===== config.mk =====
export PLATFORM = sky130hd
export DESIGN_NAME = sat_regs
export DESIGN_NICKNAME = d
export VERILOG_FILES = /design/src/hw/rtl/section_address_translator_unit_assert.svh /design/src/hw/rtl/sat_pkg.sv /design/src/hw/rtl/sat_regs.sv
export SDC_FILE = /design/constraint.sdc
export NUM_CORES = 1
export LEC_CHECK = 0
export BUFFER_PORTS_ARGS = -buffer_cell sky130_fd_sc_hd__clkbuf_2
export CAP_MARGIN = 20
export CORE_MARGIN = 8
export CORE_UTILIZATION = 45
export CTS_CLUSTER_SIZE = 8
export DETAILED_ROUTE_END_ITERATION = 10
export PLACE_DENSITY = 0.84
export SLEW_MARGIN = 10
export SYNTH_ARGS = -nofsm -noshare
export SYNTH_HDL_FRONTEND = slang
export SYNTH_SLANG_ARGS = --single-unit

===== constraint.sdc =====
create_clock -name clk -period 1.87 [get_ports clk]
set_input_delay 0.374 -clock clk [delete_from_list [all_inputs] [get_ports clk]]
set_output_delay 0.374 -clock clk [all_outputs]
set_load 0.01 [all_outputs]

===== src/hw/rtl/section_address_translator_unit_assert.svh =====
// Assertion macros for the section address translator.
// Included by the modules that check their own control logic; no other dependencies.
`ifndef SECTION_ADDRESS_TRANSLATOR_UNIT_ASSERT_SVH
`define SECTION_ADDRESS_TRANSLATOR_UNIT_ASSERT_SVH
`ifndef NO_ASSERTIONS
// Checked while out of reset.
`define SAT_ASSERT(lbl, clk, rstn, prop, msg) \
	lbl: assert property (@(posedge clk) disable iff (!rstn) prop) else $error(msg);
// Checked at every clock edge, reset included.
`define SAT_ASSERT_ALWAYS(lbl, clk, prop, msg) \
	lbl: assert property (@(posedge clk) prop) else $error(msg);
`else
`define SAT_ASSERT(lbl, clk, rstn, prop, msg)
`define SAT_ASSERT_ALWAYS(lbl, clk, prop, msg)
`endif
`endif


===== src/hw/rtl/sat_pkg.sv =====
// Shared types and constants of the section address translator.
// Used by every RTL module of the block; depends on nothing.
`default_nettype none

package sat_pkg;

	// Default depth of the section table.
	localparam int unsigned MAX_SECTIONS_DEF = 32;

	// Configuration port geometry: 64-bit registers at eight-byte strides.
	localparam int unsigned APB_AW    = 5;
	localparam int unsigned APB_DW    = 64;
	localparam int unsigned REG_IDX_W = 2;

	localparam logic [REG_IDX_W-1:0] REG_IMAGE_BASE    = 2'd0;
	localparam logic [REG_IDX_W-1:0] REG_FILE_SIZE     = 2'd1;
	localparam logic [REG_IDX_W-1:0] REG_IMAGE_SIZE    = 2'd2;
	localparam logic [REG_IDX_W-1:0] REG_SECTION_COUNT = 2'd3;

	// Command codes of an input item.
	typedef enum logic [2:0] {
		CMD_WRITE    = 3'd0,
		CMD_V2O      = 3'd1,
		CMD_O2V      = 3'd2,
		CMD_SECTION  = 3'd3,
		CMD_CONTAINS = 3'd4
	} cmd_e_t;

	// One table entry, with the section ends and the raw-minus-virtual
	// distance worked out when the entry is written.
	typedef struct packed {
		logic [31:0] vstart;
		logic [32:0] vend;    // vstart + virtual length
		logic [32:0] send;    // vstart + larger of the two lengths
		logic [31:0] rstart;
		logic [32:0] rend;    // rstart + raw length
		logic [32:0] rdelta;  // rstart - vstart, modulo 2^33
	} entry_t;

	// Commands from the controller to the datapath.
	typedef struct packed {
		logic accept;      // input transfer taken this cycle
		logic rd_en;       // read one table entry
		logic set_simple;  // result needs no table search
		logic set_hit;     // take the matching entry's result
		logic set_fail;    // search ended without a match
		logic out_load;    // move the result into the output register
	} ctl_cmd_t;

	// Status from the datapath to the controller.
	typedef struct packed {
		logic scan_req;   // the held query searches the table
		logic hit;        // the entry at the end of the pipeline matches
		logic pipe_busy;  // entries are still in flight
	} ctl_sts_t;

endpackage

`default_nettype wire


===== src/hw/rtl/sat_regs.sv =====
// Configuration registers of the section address translator behind an APB-style port.
// Depends on sat_pkg for the register map.
`default_nettype none

module sat_regs (
	input  wire logic                         clk,
	input  wire logic                         arst_n,
	input  wire logic                         psel,
	input  wire logic                         penable,
	input  wire logic                         pwrite,
	input  wire logic [sat_pkg::APB_AW-1:0]   paddr,
	input  wire logic [sat_pkg::APB_DW-1:0]   pwdata,
	output logic      [sat_pkg::APB_DW-1:0]   prdata,
	output logic                              pready,
	output logic      [63:0]                  image_base,
	output logic      [31:0]                  file_len,
	output logic      [31:0]                  image_size,
	output logic      [5:0]                   section_count
);

	logic [sat_pkg::REG_IDX_W-1:0] reg_idx;
	logic                          wr_en;
	logic [63:0]                   image_base_q;
	logic [31:0]                   file_len_q;
	logic [31:0]                   image_size_q;
	logic [5:0]                    section_count_q;

	// The port never inserts wait states.
	assign pready  = 1'b1;
	assign reg_idx = paddr[4:3];
	assign wr_en   = psel && penable && pwrite && pready;

	// Register writes in the access phase.
	always_ff @(posedge clk or negedge arst_n) begin
		if (!arst_n) begin
			image_base_q    <= '0;
			file_len_q      <= '0;
			image_size_q    <= '0;
			section_count_q <= '0;
		end else if (wr_en) begin
			unique case (reg_idx)
				sat_pkg::REG_IMAGE_BASE:    image_base_q    <= pwdata;
				sat_pkg::REG_FILE_SIZE:     file_len_q      <= pwdata[31:0];
				sat_pkg::REG_IMAGE_SIZE:    image_size_q    <= pwdata[31:0];
				sat_pkg::REG_SECTION_COUNT: section_count_q <= pwdata[5:0];
				default: ;
			endcase
		end
	end

	// Read-back multiplexer.
	always_comb begin
		unique case (reg_idx)
			sat_pkg::REG_IMAGE_BASE:    prdata = image_base_q;
			sat_pkg::REG_FILE_SIZE:     prdata = {32'd0, file_len_q};
			sat_pkg::REG_IMAGE_SIZE:    prdata = {32'd0, image_size_q};
			sat_pkg::REG_SECTION_COUNT: prdata = {58'd0, section_count_q};
			default:                    prdata = '0;
		endcase
	end

	assign image_base    = image_base_q;
	assign file_len      = file_len_q;
	assign image_size    = image_size_q;
	assign section_count = section_count_q;

endmodule

`default_nettype wire


==> results of run 1 <==
sequential cells by signal, indices dropped and copies added, names as in the netlist:
signal and cells:
image_base 64, file_len 32, image_size 32, section_count 6
what timing repair did:
action,in CTS,in global routing
hold buffers,1,0
hold endpoints to repair,32,0
endpoints found under the setup margin,0,0
Yosys cell counts:
master / instances
dfrtp_1: 134
mux2_2: 125
and2_1: 32
mux2i_1: 26
nand2_1: 26
o21ai_0: 26
buf_4: 11
mux2_1: 9
clkbuf_1: 8
buf_6: 7
mux4_2: 6
buf_2: 2
nor2_1: 2
conb_1: 1
inv_1: 1
nand3_1: 1
nand4_1: 1
nor2b_1: 1
nor3_2: 1
nor3_4: 1
or2_2: 1
logic make-up after synthesis:
kind of cell / count (synthesis)
compound gates: 26
buf+inv: 29
flops: 134
mux: 166
other cells: 1
simple gates: 66
layout by cell type, fill, tap and decap left out, drive strengths merged, types with 6 or more instances in the layout:
| cell type | n |
|---|---|
| buf | 20 |
| mux2 | 134 |
| dfrtp | 134 |
| mux2i | 26 |
| clkinv | 8 |
| o21ai | 26 |
| mux4 | 6 |
| clkbuf | 285 |
| and2 | 32 |
| nand2 | 26 |
layout make-up:
class | instances | area (µm²)
Sequential cell | 134 | 3350
Inverter | 1 | 3.75
Clock buffer | 18 | 439
Timing Repair Buffer | 288 | 1630
Multi-Input combinational cell | 259 | 2410
Fill cell | 1034 | 4840
Clock inverter | 14 | 183
Tap cell | 176 | 220
metal layers:
metal | GRT usage | vias to the layer above
met3 | 0.0507 | 17
met5 | 0 | -
met4 | 0.0804 | 0
met1 | 0.230 | 2304
li1 | - | 2041
met2 | 0.344 | 188
critical path: cells and delay by family (launching register included):
kind | cells | cell delay, ns
mux | 1 | 0.49
flops | 1 | 0.41
buf+inv | 1 | 0.15
where the power goes:
| group | internal, W | switching, W |
|---|---|---|
| Sequential | 0.00358 | 0.000563 |
| Combinational | 0.00131 | 0.00130 |
| Clock | 0.00225 | 0.00122 |
worst max-delay path by stage:
stage	slack, ns	to	cells past startpoint
final	0.04	prdata[3]	2
after global routing	0.009	prdata[3]	2
after CTS	0.02	prdata[3]	2
after detailed placement	0.11	prdata[29]	7
after global placement	0.13	prdata[9]	7
after floorplan	0.21	prdata[10]	5
stage by stage:
stage	power [W]	instances	setup slack, ns
after floorplan	0.00539	422	0.211
after global placement	0.00671	857	0.131
after detailed placement	0.00684	857	0.108
after CTS	0.0103	890	0.0248
after global routing	0.0107	890	0.00912
final	0.0102	890	0.0379
==> impl_metrics.env, run 1 <==
export IMPL_run_status="finished, final reports clean"
export IMPL_post_synth_instance_area_um2=5950
export IMPL_tritoncts="built"
export IMPL_yosysSeqAreaShare=0.563
export IMPL_startpoint_type="flip-flop"
export IMPL_drt_pass1_iterations=4
export IMPL_clock_root_buffer="clkbuf_16"
export IMPL_synthSimpleGateAreaFrac=0.0597
export IMPL_postCtsSetupRepairBufs=0
export IMPL_drt_total_wl_um=17200
export IMPL_hold_viol_final=0
export IMPL_power_ir_vdd_worst_mv=0.626
export IMPL_finalSetupViolations=0
export IMPL_antenna_left=0
export IMPL_worstPathRequired_ns=1.50
export IMPL_grt_overflow_total=0
export IMPL_clock_skew_final_ns=0
export IMPL_yosysWarningCount=0
export IMPL_period_share=0.980
export IMPL_initial_utilization=0.455
export IMPL_timing_rr_start="image_base[1]"
export IMPL_cts_max_path_buffers=2
export IMPL_worst_r2r_setup_slack_ns=1.03
export IMPL_cts_sinks=134
export IMPL_met2_length_um=9040
export IMPL_chipHeight_um=131
export IMPL_port_buffers=268
export IMPL_drt_vias_per_instance=5.11
export IMPL_startpoint="file_len[3]"
export IMPL_synth_top_family_by_area="multiplexers"
export IMPL_drt_first_iter_violations=207
export IMPL_wl_met3_um=1330
export IMPL_timing_final_crit_period_ns=1.83
export IMPL_synth_mux_area_frac=0.320
export IMPL_synth_xor_area_frac=0
export IMPL_grt_pass1_wl_um=26100
export IMPL_setup_total_negative_slack_ns=0
export IMPL_ys_ff_latch=134
export IMPL_fp_row_count=42
export IMPL_worst_slew_margin_rel=0.651
export IMPL_yosys_area_share_adder=0
export IMPL_end_kind="primary output"
export IMPL_synth_top_cells_by_area="dfrtp_1 56%, mux2_2 24%, mux2i_1 4.4%, and2_1 3.4%, mux4_2 2.3%"
export IMPL_timing_critical_path_fanout_max=3
export IMPL_fin_util=0.630
export IMPL_r2r_worst_path_cells=1
export IMPL_whs_ns=0.181
export IMPL_arrival_time_worst_endpoint_ns=1.46
export IMPL_maxSlewViolCount=0
export IMPL_io_pins=273
export IMPL_routabilityCongestion=0.824
export IMPL_all_layer_global_routing_usage=0.199
export IMPL_tightest_slew_ns=0.523
export IMPL_clock_latency_at_the_later_pin_of_the_worst_skew_pair_ns=0.41
export IMPL_syn2layout_area_growth_pct=38.5
export IMPL_detail_route_drc_violations=0
export IMPL_die_width_um=131
export IMPL_htree_levels=4
export IMPL_place_hpwl_um=13000
export IMPL_mappedNetlistNets=496
export IMPL_coreArea_um2=13100
export IMPL_power_leakage_nw=4.16
export IMPL_grt_max_degree=51
export IMPL_finalNetCount=775
export IMPL_fp_dieArea_um2=17200
export IMPL_synth_top_area_cell="dfrtp_1"
export IMPL_maxClockFrequency_ghz=0.546
export IMPL_top_layer_used="met4"
export IMPL_number_of_global_route_vias_before_repair=4956
export IMPL_min_to="image_base[37]"
export IMPL_rr_endpoint="image_base[1]"
export IMPL_layout_drive_gt1_share=0.637
export IMPL_initial_antenna_violation_count=0
export IMPL_num_antenna_cells=0
export IMPL_critical_path_slowest_cell="mux4_2"
export IMPL_num_vias=4550
export IMPL_grt_setup_unrepaired="no"
export IMPL_crit_path_cell_trace="mux4_2 > clkbuf_2"
export IMPL_crit_type="reg -> out"
export IMPL_met1Wirelength_um=6640
export IMPL_cts_resized=0
export IMPL_drv_max_cap_violation_count=0
export IMPL_hold_depth=2
export IMPL_postPlaceCellArea_um2=7610
export IMPL_drt_wirelength_per_cell_um=19.4
export IMPL_post_synth_num_cell_types=21
export IMPL_tritoncts_num_buffers=17
export IMPL_cellPowerDensity_nw_per_um2=1240
export IMPL_netlist_instances=422
export IMPL_final_design_area_no_fill_um2=8240
export IMPL_post_synth_cell_area_avg_um2=14.1
export IMPL_synth_compound_gate_area_share=0.0219
export IMPL_start_point_of_the_worst_min_delay_path="pwdata[37]"
export IMPL_yosys_area_top_type_share=0.563
export IMPL_worstHoldPathType="in -> reg"
export IMPL_critical_path_max_stage_delay_ns=0.49
export IMPL_cts_reportedPaths_clkPinSlew_ns=0.06
No activity file was read; power rests on OpenSTA's default activity.
==> inputs of run 2 (changes only) <==
==> constraint.sdc (replaced) <==
create_clock -name clk -period 1.87 [get_ports clk]
set_input_delay 0.561 -clock clk [delete_from_list [all_inputs] [get_ports clk]]
set_output_delay 0.561 -clock clk [all_outputs]
set_load 0.01 [all_outputs]
==> run 2 against run 1 <==
The run now ends with setup timing left. Routed wire length is 9.9% higher. Largest cell class unchanged. Highest routed layer unchanged. Critical endpoint is now prdata[5]. Maximum frequency is 10% lower. Hold slack worse by 0.094 ns. Flip-flop and latch count stayed put. Via count is 2.5% higher. Clock skew stayed put. Power is 0.94% higher. Cell area is 6.6% higher. Die area stayed put. Largest power group unchanged. Non-clock buffer count is 13 higher.
==> impl_metrics.env, run 2 (synthesized netlist as in run 1, its figures left out) <==
export IMPL_initial_antenna_violation_count=0
export IMPL_initial_utilization=0.455
export IMPL_critical_path_max_stage_delay_ns=0.51
export IMPL_final_design_area_no_fill_um2=8790
export IMPL_r2r_worst_path_cells=2
export IMPL_drt_total_wl_um=18900
export IMPL_drv_max_cap_violation_count=0
export IMPL_layout_drive_gt1_share=0.717
export IMPL_fillCellCount=923
export IMPL_startpoint_type="input pin"
export IMPL_crit_path_cell_trace="clkbuf_16 > buf_12 > mux4_2 > clkbuf_2"
export IMPL_clock_root_buffer="clkbuf_16"
export IMPL_path_buf_inv=3
export IMPL_failed_checks="setup timing"
export IMPL_die_width_um=131
export IMPL_cts_sinks=134
export IMPL_drt_first_iter_violations=166
export IMPL_timing_final_crit_period_ns=2.05
export IMPL_finalNetCount=788
export IMPL_drt_wirelength_per_cell_um=21.0
export IMPL_num_vias=4665
export IMPL_cts_max_path_buffers=2
export IMPL_cts_reportedPaths_clkPinSlew_ns=0.05
export IMPL_postPlaceCellArea_um2=7680
export IMPL_largest_register_ff_count=64
export IMPL_port_buffers=268
export IMPL_detail_route_drc_violations=0
export IMPL_worstHoldPathType="in -> async"
export IMPL_all_layer_global_routing_usage=0.213
export IMPL_num_antenna_cells=0
export IMPL_arrival_time_worst_endpoint_ns=1.49
export IMPL_clock_latency_at_the_later_pin_of_the_worst_skew_pair_ns=0.41
export IMPL_coreArea_um2=13100
export IMPL_drt_pass1_iterations=4
export IMPL_period_share=1.09
export IMPL_place_hpwl_um=13600
export IMPL_critPathTopFamily="multiplexers"
export IMPL_finalSetupViolations=64
export IMPL_maxClockFrequency_ghz=0.489
export IMPL_end_kind="primary output"
export IMPL_grt_pass1_wl_um=27700
export IMPL_syn2layout_area_growth_pct=47.7
export IMPL_whs_ns=0.0871
export IMPL_fp_row_count=42
export IMPL_grt_overflow_total=0
export IMPL_grt_max_degree=50
export IMPL_setup_slack_ns=-0.177
export IMPL_path_depth=4
export IMPL_fin_util=0.672
export IMPL_tritoncts_num_buffers=17
export IMPL_power_leakage_nw=4.37
export IMPL_tritoncts="built"
export IMPL_antenna_left=0
export IMPL_timing_critical_path_fanout_max=8
export IMPL_drt_vias_per_instance=5.17
export IMPL_chipHeight_um=131
export IMPL_grt_setup_unrepaired="yes"
export IMPL_routabilityCongestion=0.853
export IMPL_crit_type="in -> out"
export IMPL_run_status="finished with violations"
export IMPL_critical_path_slowest_cell="mux4_2"
export IMPL_power_ir_vdd_worst_mv=0.594
export IMPL_worstPathRequired_ns=1.31
export IMPL_maxSlewViolCount=0
export IMPL_number_of_global_route_vias_before_repair=5193
export IMPL_io_pins=273
export IMPL_layout_common_cells="211 x clkbuf_2, 134 x dfrtp_1, 125 x mux2_2"
export IMPL_cts_hold_buffers_added=0
export IMPL_cellPowerDensity_nw_per_um2=1170
export IMPL_layout_commonest_cell="clkbuf_2"
export IMPL_hold_viol_final=0
export IMPL_clock_skew_final_ns=0
export IMPL_fp_dieArea_um2=17200
export IMPL_htree_levels=4
-- run 2: cell types whose count changed in the layout (fill, tap and decap cells not counted), sizes merged --
| cell | change |
|---|---|
| clkinvlp | +1 |
| buf | +64 |
| dlygate4sd3 | -1 |
| inv | +1 |
| bufinv | -2 |
| clkinv | -2 |
| clkbuf | -48 |
-- run 2: per-layer routing --
| metal | track usage | part of all wire | vias up |
|---|---|---|---|
| met5 | 0 | 0 | - |
| met4 | 0.0817 | 0.019 | 0 |
| met3 | 0.0674 | 0.095 | 31 |
| met2 | 0.375 | 0.51 | 224 |
| met1 | 0.235 | 0.38 | 2336 |
| li1 | - | - | 2074 |
-- run 2: through the flow --
step | worst slack (ns) | power, W | cells | setup TNS, ns
3_5_place_dp | -0.308 | 0.00692 | 861 | -20.95
4_1_cts | -0.177 | 0.0103 | 902 | -9.67
5_1_grt | -0.206 | 0.0108 | 903 | -10.56
2_1_floorplan | -0.0354 | 0.00545 | 422 | -0.359
3_3_place_gp | -0.276 | 0.00677 | 861 | -16.41
6_report | -0.177 | 0.0103 | 903 | -8.08
-- run 2: layout make-up --
type	count	area (µm²)	share of cell area
multi-input combinational	259	2590	0.295
sequential	134	3350	0.381
inverter	1	3.75	0.000427
tap	176	220	0.0251
timing repair buffer	301	2040	0.232
clock inverter	12	129	0.0147
clock buffer	20	447	0.0508
-- run 2: path summary, 6_finish.rpt --
kind / start / to / slack [ns]
setup / recovery: paddr[3] / prdata[5] / -0.18
hold / removal: arst_n / image_base[31] / 0.09
setup reg to reg: section_count[2] / section_count[2] / 0.96
hold reg to reg: image_base[1] / image_base[1] / 0.52
max in group asynchronous: arst_n / section_count[1] / 1.16
min in group clk: pwdata[46] / image_base[46] / 0.36
-- run 2: report_power, final --
group	internal, W	total (W)	switching, W
Sequential	0.00358	0.00418	0.000598
Combinational	0.00152	0.00293	0.00141
Clock	0.00199	0.00322	0.00123
-- run 2: what timing repair did --
item / CTS / global route
resized for setup: 44 / 100
cloned: 3 / 2
setup endpoints to repair: 64 / 64
pin swaps: 8 / 11
setup buffers: 7 / 0
