**src/hw/rtl/section_address_translator_unit_assert.svh**
```systemverilog
// Assertion macros for the section address translator.
// Included by the modules that check their own control logic; no other dependencies.
`ifndef SECTION_ADDRESS_TRANSLATOR_UNIT_ASSERT_SVH
`define SECTION_ADDRESS_TRANSLATOR_UNIT_ASSERT_SVH
`ifndef NO_ASSERTIONS
// Checked while out of reset.
`define SAT_ASSERT(lbl, clk, rstn, prop, msg) \
	lbl: assert property (@(posedge clk) disable iff (!rstn) prop) else $error(msg);
// Checked at every clock edge, reset included.
`define SAT_ASSERT_ALWAYS(lbl, clk, prop, msg) \
	lbl: assert property (@(posedge clk) prop) else $error(msg);
`else
`define SAT_ASSERT(lbl, clk, rstn, prop, msg)
`define SAT_ASSERT_ALWAYS(lbl, clk, prop, msg)
`endif
`endif

```
**src/hw/rtl/sat_pkg.sv**
```systemverilog
// Shared types and constants of the section address translator.
// Used by every RTL module of the block; depends on nothing.
`default_nettype none

package sat_pkg;

	// Default depth of the section table.
	localparam int unsigned MAX_SECTIONS_DEF = 32;

	// Configuration port geometry: 64-bit registers at eight-byte strides.
	localparam int unsigned APB_AW    = 5;
	localparam int unsigned APB_DW    = 64;
	localparam int unsigned REG_IDX_W = 2;

	localparam logic [REG_IDX_W-1:0] REG_IMAGE_BASE    = 2'd0;
	localparam logic [REG_IDX_W-1:0] REG_FILE_SIZE     = 2'd1;
	localparam logic [REG_IDX_W-1:0] REG_IMAGE_SIZE    = 2'd2;
	localparam logic [REG_IDX_W-1:0] REG_SECTION_COUNT = 2'd3;

	// Command codes of an input item.
	typedef enum logic [2:0] {
		CMD_WRITE    = 3'd0,
		CMD_V2O      = 3'd1,
		CMD_O2V      = 3'd2,
		CMD_SECTION  = 3'd3,
		CMD_CONTAINS = 3'd4
	} cmd_e_t;

	// One table entry, with the section ends and the raw-minus-virtual
	// distance worked out when the entry is written.
	typedef struct packed {
		logic [31:0] vstart;
		logic [32:0] vend;    // vstart + virtual length
		logic [32:0] send;    // vstart + larger of the two lengths
		logic [31:0] rstart;
		logic [32:0] rend;    // rstart + raw length
		logic [32:0] rdelta;  // rstart - vstart, modulo 2^33
	} entry_t;

	// Commands from the controller to the datapath.
	typedef struct packed {
		logic accept;      // input transfer taken this cycle
		logic rd_en;       // read one table entry
		logic set_simple;  // result needs no table search
		logic set_hit;     // take the matching entry's result
		logic set_fail;    // search ended without a match
		logic out_load;    // move the result into the output register
	} ctl_cmd_t;

	// Status from the datapath to the controller.
	typedef struct packed {
		logic scan_req;   // the held query searches the table
		logic hit;        // the entry at the end of the pipeline matches
		logic pipe_busy;  // entries are still in flight
	} ctl_sts_t;

endpackage

`default_nettype wire

```
**src/hw/rtl/sat_ctrl.sv**
```systemverilog
// Controller of the section address translator: query sequencing, search counter
// and output handshake. Depends on sat_pkg and the assertion macro header.
`default_nettype none

`include "section_address_translator_unit_assert.svh"

module sat_ctrl #(
	parameter  int unsigned MAX_SECTIONS = sat_pkg::MAX_SECTIONS_DEF,
	localparam int unsigned IDX_W = (MAX_SECTIONS > 1) ? $clog2(MAX_SECTIONS) : 1,
	localparam int unsigned CNT_W = $clog2(MAX_SECTIONS + 1)
) (
	input  wire logic                 clk,
	input  wire logic                 arst_n,
	input  wire logic                 in_valid,
	output logic                      in_stall,
	output logic                      out_valid,
	input  wire logic                 out_stall,
	input  wire logic [5:0]           section_count,
	input  wire sat_pkg::ctl_sts_t    sts,
	output sat_pkg::ctl_cmd_t         cmd,
	output logic [IDX_W-1:0]          rd_idx
);

	typedef enum logic [1:0] {
		ST_IDLE,
		ST_PREP,
		ST_SCAN,
		ST_FIN
	} state_t;

	state_t           state_q;
	logic [CNT_W-1:0] cnt_q;
	logic [CNT_W-1:0] live_cnt;
	logic             out_valid_q;
	logic             do_scan;

	// Number of entries searched, limited to the table depth.
	always_comb begin
		if (int'(section_count) > MAX_SECTIONS) begin
			live_cnt = CNT_W'(MAX_SECTIONS);
		end else begin
			live_cnt = CNT_W'(section_count);
		end
	end

	assign in_stall = (state_q != ST_IDLE);
	assign do_scan  = sts.scan_req && (live_cnt != '0);
	assign rd_idx   = cnt_q[IDX_W-1:0];

	// Commands to the datapath.
	always_comb begin
		cmd.accept     = (state_q == ST_IDLE) && in_valid;
		cmd.rd_en      = (state_q == ST_SCAN) && (cnt_q < live_cnt) && !sts.hit;
		cmd.set_simple = (state_q == ST_PREP) && !do_scan;
		cmd.set_hit    = (state_q == ST_SCAN) && sts.hit;
		cmd.set_fail   = (state_q == ST_SCAN) && !sts.hit && (cnt_q == live_cnt) &&
			!sts.pipe_busy;
		cmd.out_load   = (state_q == ST_FIN) && (!out_valid_q || !out_stall);
	end

	// State, search counter and output valid.
	always_ff @(posedge clk or negedge arst_n) begin
		if (!arst_n) begin
			state_q     <= ST_IDLE;
			cnt_q       <= '0;
			out_valid_q <= 1'b0;
		end else begin
			if (cmd.out_load) begin
				out_valid_q <= 1'b1;
			end else if (!out_stall) begin
				out_valid_q <= 1'b0;
			end
			unique case (state_q)
				ST_IDLE: begin
					if (cmd.accept) begin
						state_q <= ST_PREP;
					end
				end
				ST_PREP: begin
					cnt_q   <= '0;
					state_q <= do_scan ? ST_SCAN : ST_FIN;
				end
				ST_SCAN: begin
					if (cmd.rd_en) begin
						cnt_q <= cnt_q + 1'b1;
					end
					if (cmd.set_hit || cmd.set_fail) begin
						state_q <= ST_FIN;
					end
				end
				ST_FIN: begin
					if (cmd.out_load) begin
						state_q <= ST_IDLE;
					end
				end
				default: state_q <= ST_IDLE;
			endcase
		end
	end

	assign out_valid = out_valid_q;

	// A result never overwrites a transfer still waiting at the output.
	`SAT_ASSERT(a_load_free, clk, arst_n, cmd.out_load |-> (!out_valid_q || !out_stall), "result loaded over a pending transfer")
	// Table reads stay inside the live section count.
	`SAT_ASSERT(a_rd_range, clk, arst_n, cmd.rd_en |-> (cnt_q < live_cnt), "table read beyond the section count")
	// Every accepted transfer is followed by the decode cycle.
	`SAT_ASSERT(a_accept_prep, clk, arst_n, cmd.accept |=> (state_q == ST_PREP), "accepted query not decoded")
	// The table is read only while searching.
	`SAT_ASSERT_ALWAYS(a_rd_scan, clk, (state_q != ST_SCAN) |-> !cmd.rd_en, "table read outside a search")

endmodule

`default_nettype wire

```
**config.mk**
```make
export PLATFORM = sky130hd
export DESIGN_NAME = sat_ctrl
export DESIGN_NICKNAME = d
export VERILOG_FILES = /design/src/hw/rtl/sat_pkg.sv /design/src/hw/rtl/sat_ctrl.sv
export VERILOG_INCLUDE_DIRS = /design/src /design/src/hw/rtl
export SDC_FILE = /design/constraint.sdc
export NUM_CORES = 1
export LEC_CHECK = 0
export BUFFER_PORTS_ARGS = -buffer_cell sky130_fd_sc_hd__buf_2
export CORE_AREA = 8 8 48 50
export DETAILED_ROUTE_END_ITERATION = 16
export DIE_AREA = 0 0 56 58
export PLACE_DENSITY_LB_ADDON = 0.05
export SYNTH_ARGS = -nofsm -noshare
export SYNTH_HDL_FRONTEND = slang
export SYNTH_SLANG_ARGS = --single-unit
```
**constraint.sdc**
```tcl
create_clock -name clk -period 4.65 [get_ports clk]
set_input_delay 0.93 -clock clk [delete_from_list [all_inputs] [get_ports clk]]
set_output_delay 0.93 -clock clk [all_outputs]
set_load 0.1 [all_outputs]
```
==> impl_metrics.toml, run 1 <==
[finish]
finish.instance_area_um2 = 933.4
diodes = 0
synthToLayoutAreaGrowth_pct = 17.85
nFillCells = 157
nets = 137
layout-drive-gt1-share = 0.2793

[critical_path]
worst_path_max_delay_cell = "buf_2"
arrival_ns = 2.68
cp-start-kind = "primary input"
critPathBufInv = 4
worstPathRequired_ns = 3.72
end_kind = "output port"
cp_max_fo = 5
max_stage_delay_ns = 0.42
cp_top_family = "buffers and inverters"
worstPathCellList = "buf_2, inv_1, nand2_1, ha_1, nand4_1, o21bai_1, nand3_1, inv_1, buf_2"
crit_type = "in2out"

[grt]
gr-total-overflow = 0
antenna_found_initial = 0
grt_pass1_vias = 737
grt_max_degree = 10
grt_use_total = 0.1076
grt_pass1_wl_um = 3008

[floorplan]
core_um2 = 1614
rows = 15
start_util = 0.4907
die_w_um = 56
die_h_um = 58
io_pins = 26
dieArea_um2 = 3248

[sta]
hold_viol_final = 0
layout_setup_ws_ns = 1.040
worst_hold_slack_ns = 0.4890
fmax_ghz = 0.2770
finalMaxSlewViolations = 0
setup_violations = 0
tightest_slew_ns = 0.4900
timing.final.crit_share = 0.7763
post-route-min-period_ns = 3.610
skew_ns = 0.002015
max_slew_margin = 0.6756
setup-tns-final_ns = 0
rsz0062_at_grt = "false"

[drt]
vias = 695
route.detailed.drc = 0
dr.first_iter.drc_count = 7
drt-pass1-iter-count = 4
wire_per_inst_um = 13.49
postRouteAntennaNets = 0
wirelength_um = 1727
vias_per_cell = 5.430

[synth]
synth_cells = 87
synth-warning-count = 0
yosys.area.top_type = "dfrtp_1"
avgSynthCellArea_um2 = 9.104
synth_top_area_frac = 0.2844
ys_top_cells_by_area = "dfrtp_1 28%, ha_1 19%, mux2i_1 7.6%, nand2_1 6.2%, buf_4 4.7%"
synth_enable_flop_cells = 0
ys.flop_type = "dfrtp_1"
yosysMostFrequentCell = "nand2_1"
synth_cell_types = 25
yosysSeqAreaShare = 0.2844
synth_common_cells = "13 x nand2_1, 12 x ha_1, 9 x dfrtp_1, 9 x inv_1, 6 x mux2i_1"
syn_nets = 112
async_reset_ff_frac = 1.000
synth_seq_cells = 9
syn-cell-area_um2 = 792.0

[pwr]
power_frac_clock = 0.098
swShare = 0.6205
seq_power_share = 0.215
p_comb_frac = 0.687
powerDensity_nw_per_um2 = 630.5
ir_worst_vdd_mv = 0.4054
cellInternalPower_mw = 0.2233
leakage_nw = 0.5464
p_sw_mw = 0.3651

[clock_network]
clk_path_buf_depth = 2
tritoncts = "built"
clock_sinks = 9
cts-root-buf = "clkbuf_4"
cts_max_level = 1
cts_made_buffers = 3
cts_hold_buf = 0
insertion_delay_ns = 0.25
path_clk_slew_ns = 0.06
post_cts_resized = 0
cts_setup_buffers = 0

[placed_design]
hpwlAfterDp_um = 1424
io_buffers = 25
place_ws_ns = 1.016
gp_congestion = 0.8560
place_area_um2 = 907.1

[run_status]
status = "completed"

[flow_run]
drv_cap = 0

[hold_path]
hold_class = "reg2reg"
==> final timing paths <==
check	start	to	slack [ns]	depth (start not counted)
min	cnt_q[5]$_DFFE_PN0P_	cnt_q[5]$_DFFE_PN0P_	0.49	1
max reg2reg	cnt_q[4]$_DFFE_PN0P_	state_q[1]$_DFFE_PN0P_	2.77	5
max in group asynchronous	arst_n	cnt_q[3]$_DFFE_PN0P_	3.96	1
max	section_count[5]	cmd[4]	1.04	9
min in group asynchronous	arst_n	cnt_q[4]$_DFFE_PN0P_	0.52	1
min reg2reg	cnt_q[5]$_DFFE_PN0P_	cnt_q[5]$_DFFE_PN0P_	0.49	1
==> worst register-to-register path: stages (launching register included) <==
cell and delay, ns:
dfrtp_1 0.43, ha_1 0.34, nand4_1 0.19, o311ai_2 0.39, nand2_1 0.11, mux2_1 0.32
==> final cells by class <==
| cell class | instances | area, um^2 | share of cell area |
|---|---|---|---|
| multi-input cells | 64 | 501.7 | 0.5375 |
| flip-flops and latches | 9 | 225.2 | 0.2413 |
| repair buffers | 25 | 125.1 | 0.1340 |
| inverters | 9 | 33.78 | 0.03619 |
| clock buffers | 4 | 26.28 | 0.02815 |
| well taps | 17 | 21.27 | 0.02279 |
==> power groups by stage <==
stage / sequential (mW) / combinational, mW / clock (mW)
after floorplan: 0.153 / 0.317 / 0
after global placement: 0.126 / 0.400 / 0
after detailed placement: 0.127 / 0.402 / 0
after CTS: 0.126 / 0.408 / 0.0593
after global routing: 0.130 / 0.431 / 0.0633
final: 0.127 / 0.404 / 0.0577
==> through the flow <==
step / instances / power, mW / util
final: 128 / 0.5885 / 0.5783
after global routing: 128 / 0.6247 / 0.5783
after CTS: 128 / 0.5937 / 0.5783
after detailed placement: 124 / 0.5299 / 0.5620
after global placement: 124 / 0.5261 / 0.5620
after floorplan: 87 / 0.4699 / -
==> layer usage <==
layer / wire, um / vias up / track usage
met3: 94 / 2 / 0.03493
met4: 8 / 0 / 0.03780
met1: 787 / 319 / 0.1161
met5: 0 / - / 0
met2: 837 / 22 / 0.1918
li1: - / 352 / -
==> cells in the final DEF, fill, tap and decap left out <==
cell type and instances:
and3_1 2, o211ai_1 1, nand2_1 13, nand2b_1 2
nand4_1 5, inv_1 9, nand4b_1 1, dfrtp_1 9
o311ai_2 1, nor4_2 1, clkbuf_1 1, and2_1 2
nor2b_1 2, nor2_1 1, mux2_1 1, buf_2 25
nor4_1 1, nand3_1 4, a21o_1 2, mux2i_1 6
ha_1 12, a211oi_2 1, a21boi_0 2, o21bai_1 1
o21a_1 1, clkbuf_4 3, a311oi_1 1, a2bb2oi_1 1
==> logic make-up (layout without fill, tap and decap cells) <==
group / Yosys count / count (layout) / synth area share
and+or+nand+nor: 34 / 34 / 0.2212
muxes: 7 / 7 / 0.09005
buffers and inverters: 14 / 38 / 0.09005
DFF: 9 / 9 / 0.2844
AOI/OAI and AO/OA: 11 / 11 / 0.1248
adders and majority gates: 12 / 12 / 0.1896
==> sequential cells by signal (all words and copies together) (netlist names) <==
register   cells
cnt_q          6
state_q        2
out_valid      1
Power figures use the tool's default switching activity.
==> run 2, diff against run 1 <==
CORE_AREA = 8 8 50 52   (was 8 8 48 50)
DIE_AREA = 0 0 58 60   (was 0 0 56 58)
clock period = 3.49 ns   (was 4.65 ns; I/O delays follow)
==> impl_metrics.toml, run 2 (synthesis results as in run 1) <==
[run_status]
status = "completed"

[critical_path]
arrival_ns = 2.46
cp-start-kind = "primary input"
worst_path_max_delay_cell = "buf_2"
crit_type = "in2out"
cp_max_fo = 5
worstPathCellList = "buf_2, inv_1, nand2_1, ha_1, nor2b_1, o21bai_1, nand3_1, inv_1, buf_2"
worstPathRequired_ns = 2.79
critPathBufInv = 4
end_kind = "output port"
cp_top_family = "buffers and inverters"
max_stage_delay_ns = 0.42
reg2regPathDepth = 5
path_depth = 9

[clock_network]
path_clk_slew_ns = 0.06
tritoncts = "built"
clk_path_buf_depth = 2
cts_hold_buf = 0
insertion_delay_ns = 0.25
clock_sinks = 9
cts_max_level = 1
post_cts_resized = 0
cts_made_buffers = 3
cts-root-buf = "clkbuf_4"
cts_setup_buffers = 0

[grt]
gr-total-overflow = 0
grt_use_total = 0.1015
grt_max_degree = 10
grt_pass1_vias = 709
antenna_found_initial = 0
grt_pass1_wl_um = 2842

[finish]
nFillCells = 177
largest-register = "cnt_q"
finish.utilization = 0.5188
nets = 137
layout-drive-gt1-share = 0.2793
synthToLayoutAreaGrowth_pct = 18.01
final_common_cell = "buf_2"
multi_input_area_um2 = 501.7
diodes = 0
regArea_um2 = 225.2
mostFrequentLayoutCells = "25 x buf_2, 13 x nand2_1, 12 x ha_1, 9 x inv_1, 9 x dfrtp_1"
largest_register_ffs = 6

[drt]
postRouteAntennaNets = 0
wirelength_um = 1710
wire_per_inst_um = 13.26
dr.first_iter.drc_count = 7
vias = 690
vias_per_cell = 5.349
drt-pass1-iter-count = 3
route.detailed.drc = 0

[floorplan]
start_util = 0.4396
die_h_um = 60
die_w_um = 58
core_um2 = 1802
rows = 16
dieArea_um2 = 3480
io_pins = 26

[sta]
setup-tns-final_ns = 0
tightest_slew_ns = 0.4900
worst_hold_slack_ns = 0.2873
fmax_ghz = 0.3170
post-route-min-period_ns = 3.155
finalMaxSlewViolations = 0
rsz0062_at_grt = "false"
setup_violations = 0
max_slew_margin = 0.6756
hold_viol_final = 0
timing.final.crit_share = 0.9040
skew_ns = 0.003298

[pwr]
leakage_nw = 0.5478
powerDensity_nw_per_um2 = 830.6
ir_worst_vdd_mv = 0.5596

[hold_path]
hold_class = "in2async"

[placed_design]
gp_congestion = 0.8202
io_buffers = 25
hpwlAfterDp_um = 1485

[flow_run]
drv_cap = 0
[run 2: changes by cell type in the layout (fill, tap and decap cells not counted)]
cell,before,now
a21boi_1,0,2
a21boi_0,2,0
[run 2: layout make-up]
type	instances	share of cell area
inverter	9	0.03614
multi-input combinational	64	0.5368
timing repair buffer	25	0.1339
sequential	9	0.2410
tap	18	0.02410
clock buffer	4	0.02811
[run 2: metal layers]
layer,vias up,track usage,share of wire
met2,17,0.1783,0.48
li1,350,-,-
met5,-,0,0
met1,323,0.1171,0.46
met3,0,0.02581,0.056
met4,0,0.03147,0
[run 2: metrics by stage]
step                      total power, mW  std cells  setup slack (ns)  instance area, um^2
after floorplan                    0.6275         87           -0.2455                798.3
after detailed placement           0.7073        125            0.3514                908.4
after global routing               0.8283        129            0.1648                934.6
after global placement             0.7029        125            0.3966                908.4
after CTS                          0.7855        129            0.3445                934.6
final                              0.7763        129            0.3352                934.6
[run 2: path summary, 6_finish.rpt]
check	startpoint	end	slack, ns
min in group clk	cnt_q[5]$_DFFE_PN0P_	cnt_q[5]$_DFFE_PN0P_	0.51
worst max-delay path	section_count[5]	cmd[4]	0.34
worst min register to register	cnt_q[5]$_DFFE_PN0P_	cnt_q[5]$_DFFE_PN0P_	0.51
worst min-delay path	arst_n	out_valid$_DFFE_PN0P_	0.29
worst max register to register	cnt_q[4]$_DFFE_PN0P_	state_q[1]$_DFFE_PN0P_	1.61
max in group asynchronous	arst_n	cnt_q[5]$_DFFE_PN0P_	3.03
[run 2: where the power goes]
group	internal (mW)	switching, mW	total (mW)
Clock	0.0437	0.0306	0.0743
Combinational	0.122	0.412	0.535
Sequential	0.133	0.0349	0.167
==> run 3, diff against run 2 <==
CORE_AREA = 8 8 52 54   (was 8 8 50 52)
DIE_AREA = 0 0 60 62   (was 0 0 58 60)
clock period = 2.76 ns   (was 3.49 ns; I/O delays follow)
==> impl_metrics.toml, run 3 (synthesis results as in run 1) <==
[grt]
grt_pass1_vias = 695
grt_max_degree = 10
grt_pass1_wl_um = 2953
antenna_found_initial = 0
grt_use_total = 0.1051
gr-total-overflow = 0

[floorplan]
rows = 16
dieArea_um2 = 3720
io_pins = 26
core_um2 = 1902
die_h_um = 62
start_util = 0.4164
die_w_um = 60

[sta]
skew_ns = 0.003266
worst_hold_slack_ns = 0.1285
max_slew_margin = 0.6748
fmax_ghz = 0.4033
hold_viol_final = 0
finalMaxSlewViolations = 0
setup_violations = 0
timing.final.crit_share = 0.8984
tightest_slew_ns = 0.4912
rsz0062_at_grt = "false"
post-route-min-period_ns = 2.479

[clock_network]
clk_path_buf_depth = 2
cts_made_buffers = 3
clock_sinks = 9
cts_setup_buffers = 0
cts-root-buf = "clkbuf_4"
insertion_delay_ns = 0.26
cts_max_level = 1
post_cts_resized = 0
cts_hold_buf = 0
path_clk_slew_ns = 0.06
tritoncts = "built"

[critical_path]
reg2reg_slack_ns = 0.85
cp_max_fo = 5
cp-startpoint = "section_count[5]"
critPathBufInv = 4
arrival_ns = 1.93
r2r-start = "cnt_q[5]$_DFFE_PN0P_"
worstPathCellList = "buf_2, inv_1, nand2_1, ha_1, nand4_1, buf_4, nor4_4, buf_12"
max_stage_delay_ns = 0.32
worst_path_max_delay_cell = "ha_1"
cp_top_family = "buffers and inverters"
worstPathRequired_ns = 2.21
path_depth = 8
reg2regPathDepth = 6
crit_type = "in2out"
r2r-end = "state_q[1]$_DFFE_PN0P_"
cp-start-kind = "primary input"
end_kind = "output port"

[pwr]
power_frac_clock = 0.100
seq_power_share = 0.207
leakage_nw = 0.5759
p_comb_frac = 0.693
powerDensity_nw_per_um2 = 1014
p_sw_mw = 0.6293
swShare = 0.6071
cellInternalPower_mw = 0.4073
ir_worst_vdd_mv = 0.9731

[flow_run]
drv_cap = 0

[finish]
layout-drive-gt1-share = 0.3217
final_common_cell = "buf_2"
nets = 141
largest-register = "cnt_q"
synthToLayoutAreaGrowth_pct = 29.07
largest_register_ffs = 6
finish.utilization = 0.5375
finish.instance_area_um2 = 1022
mostFrequentLayoutCells = "23 x buf_2, 13 x nand2_1, 12 x ha_1, 9 x inv_1, 9 x dfrtp_1"
diodes = 0

[placed_design]
hpwlAfterDp_um = 1492
place_area_um2 = 996.0
io_buffers = 25
gp_congestion = 0.9008

[run_status]
status = "completed"

[drt]
wire_per_inst_um = 12.73
drt-pass1-iter-count = 3
wirelength_um = 1808
dr.first_iter.drc_count = 7
vias = 697
route.detailed.drc = 0
postRouteAntennaNets = 0
vias_per_cell = 4.908

[hold_path]
hold_class = "in2async"
-- run 3: metal layers --
metal	global-route usage	share of wire
met5	0	0
met3	0.04527	0.051
met4	0.03061	0
met1	0.1192	0.47
met2	0.1754	0.48
-- run 3: through the flow --
step | power [mW] | setup TNS, ns | instances | setup WS, ns
4_1_cts | 1.047 | 0 | 142 | 0.2807
2_1_floorplan | 0.8037 | -0.07729 | 87 | -0.06873
3_5_place_dp | 0.9404 | 0 | 138 | 0.2798
5_1_grt | 1.104 | 0 | 142 | 0.1629
3_3_place_gp | 0.9346 | 0 | 138 | 0.3006
6_report | 1.037 | 0 | 142 | 0.2806
-- run 3: cell type report --
class,count,area [um^2]
clock buffer,4,26.28
inverter,9,33.78
sequential,9,225.2
tap,27,33.78
fill,193,879.6
multi-input combinational,64,518.0
timing repair buffer,29,185.2
-- run 3: worst max path at each step --
stage / end / slack [ns]
4_1_cts: cmd[1] / 0.28
6_report: cmd[1] / 0.28
2_1_floorplan: cmd[1] / -0.07
5_1_grt: cmd[1] / 0.16
3_3_place_gp: cmd[1] / 0.30
3_5_place_dp: cmd[1] / 0.28
-- run 3: power by group through the flow --
stage          logic (mW)  clock network [mW]  registers (mW)
2_1_floorplan       0.545                   0           0.259
3_3_place_gp        0.718                   0           0.217
3_5_place_dp        0.724                   0           0.217
4_1_cts             0.726               0.106           0.215
5_1_grt             0.768               0.115           0.222
6_report            0.719               0.103           0.215
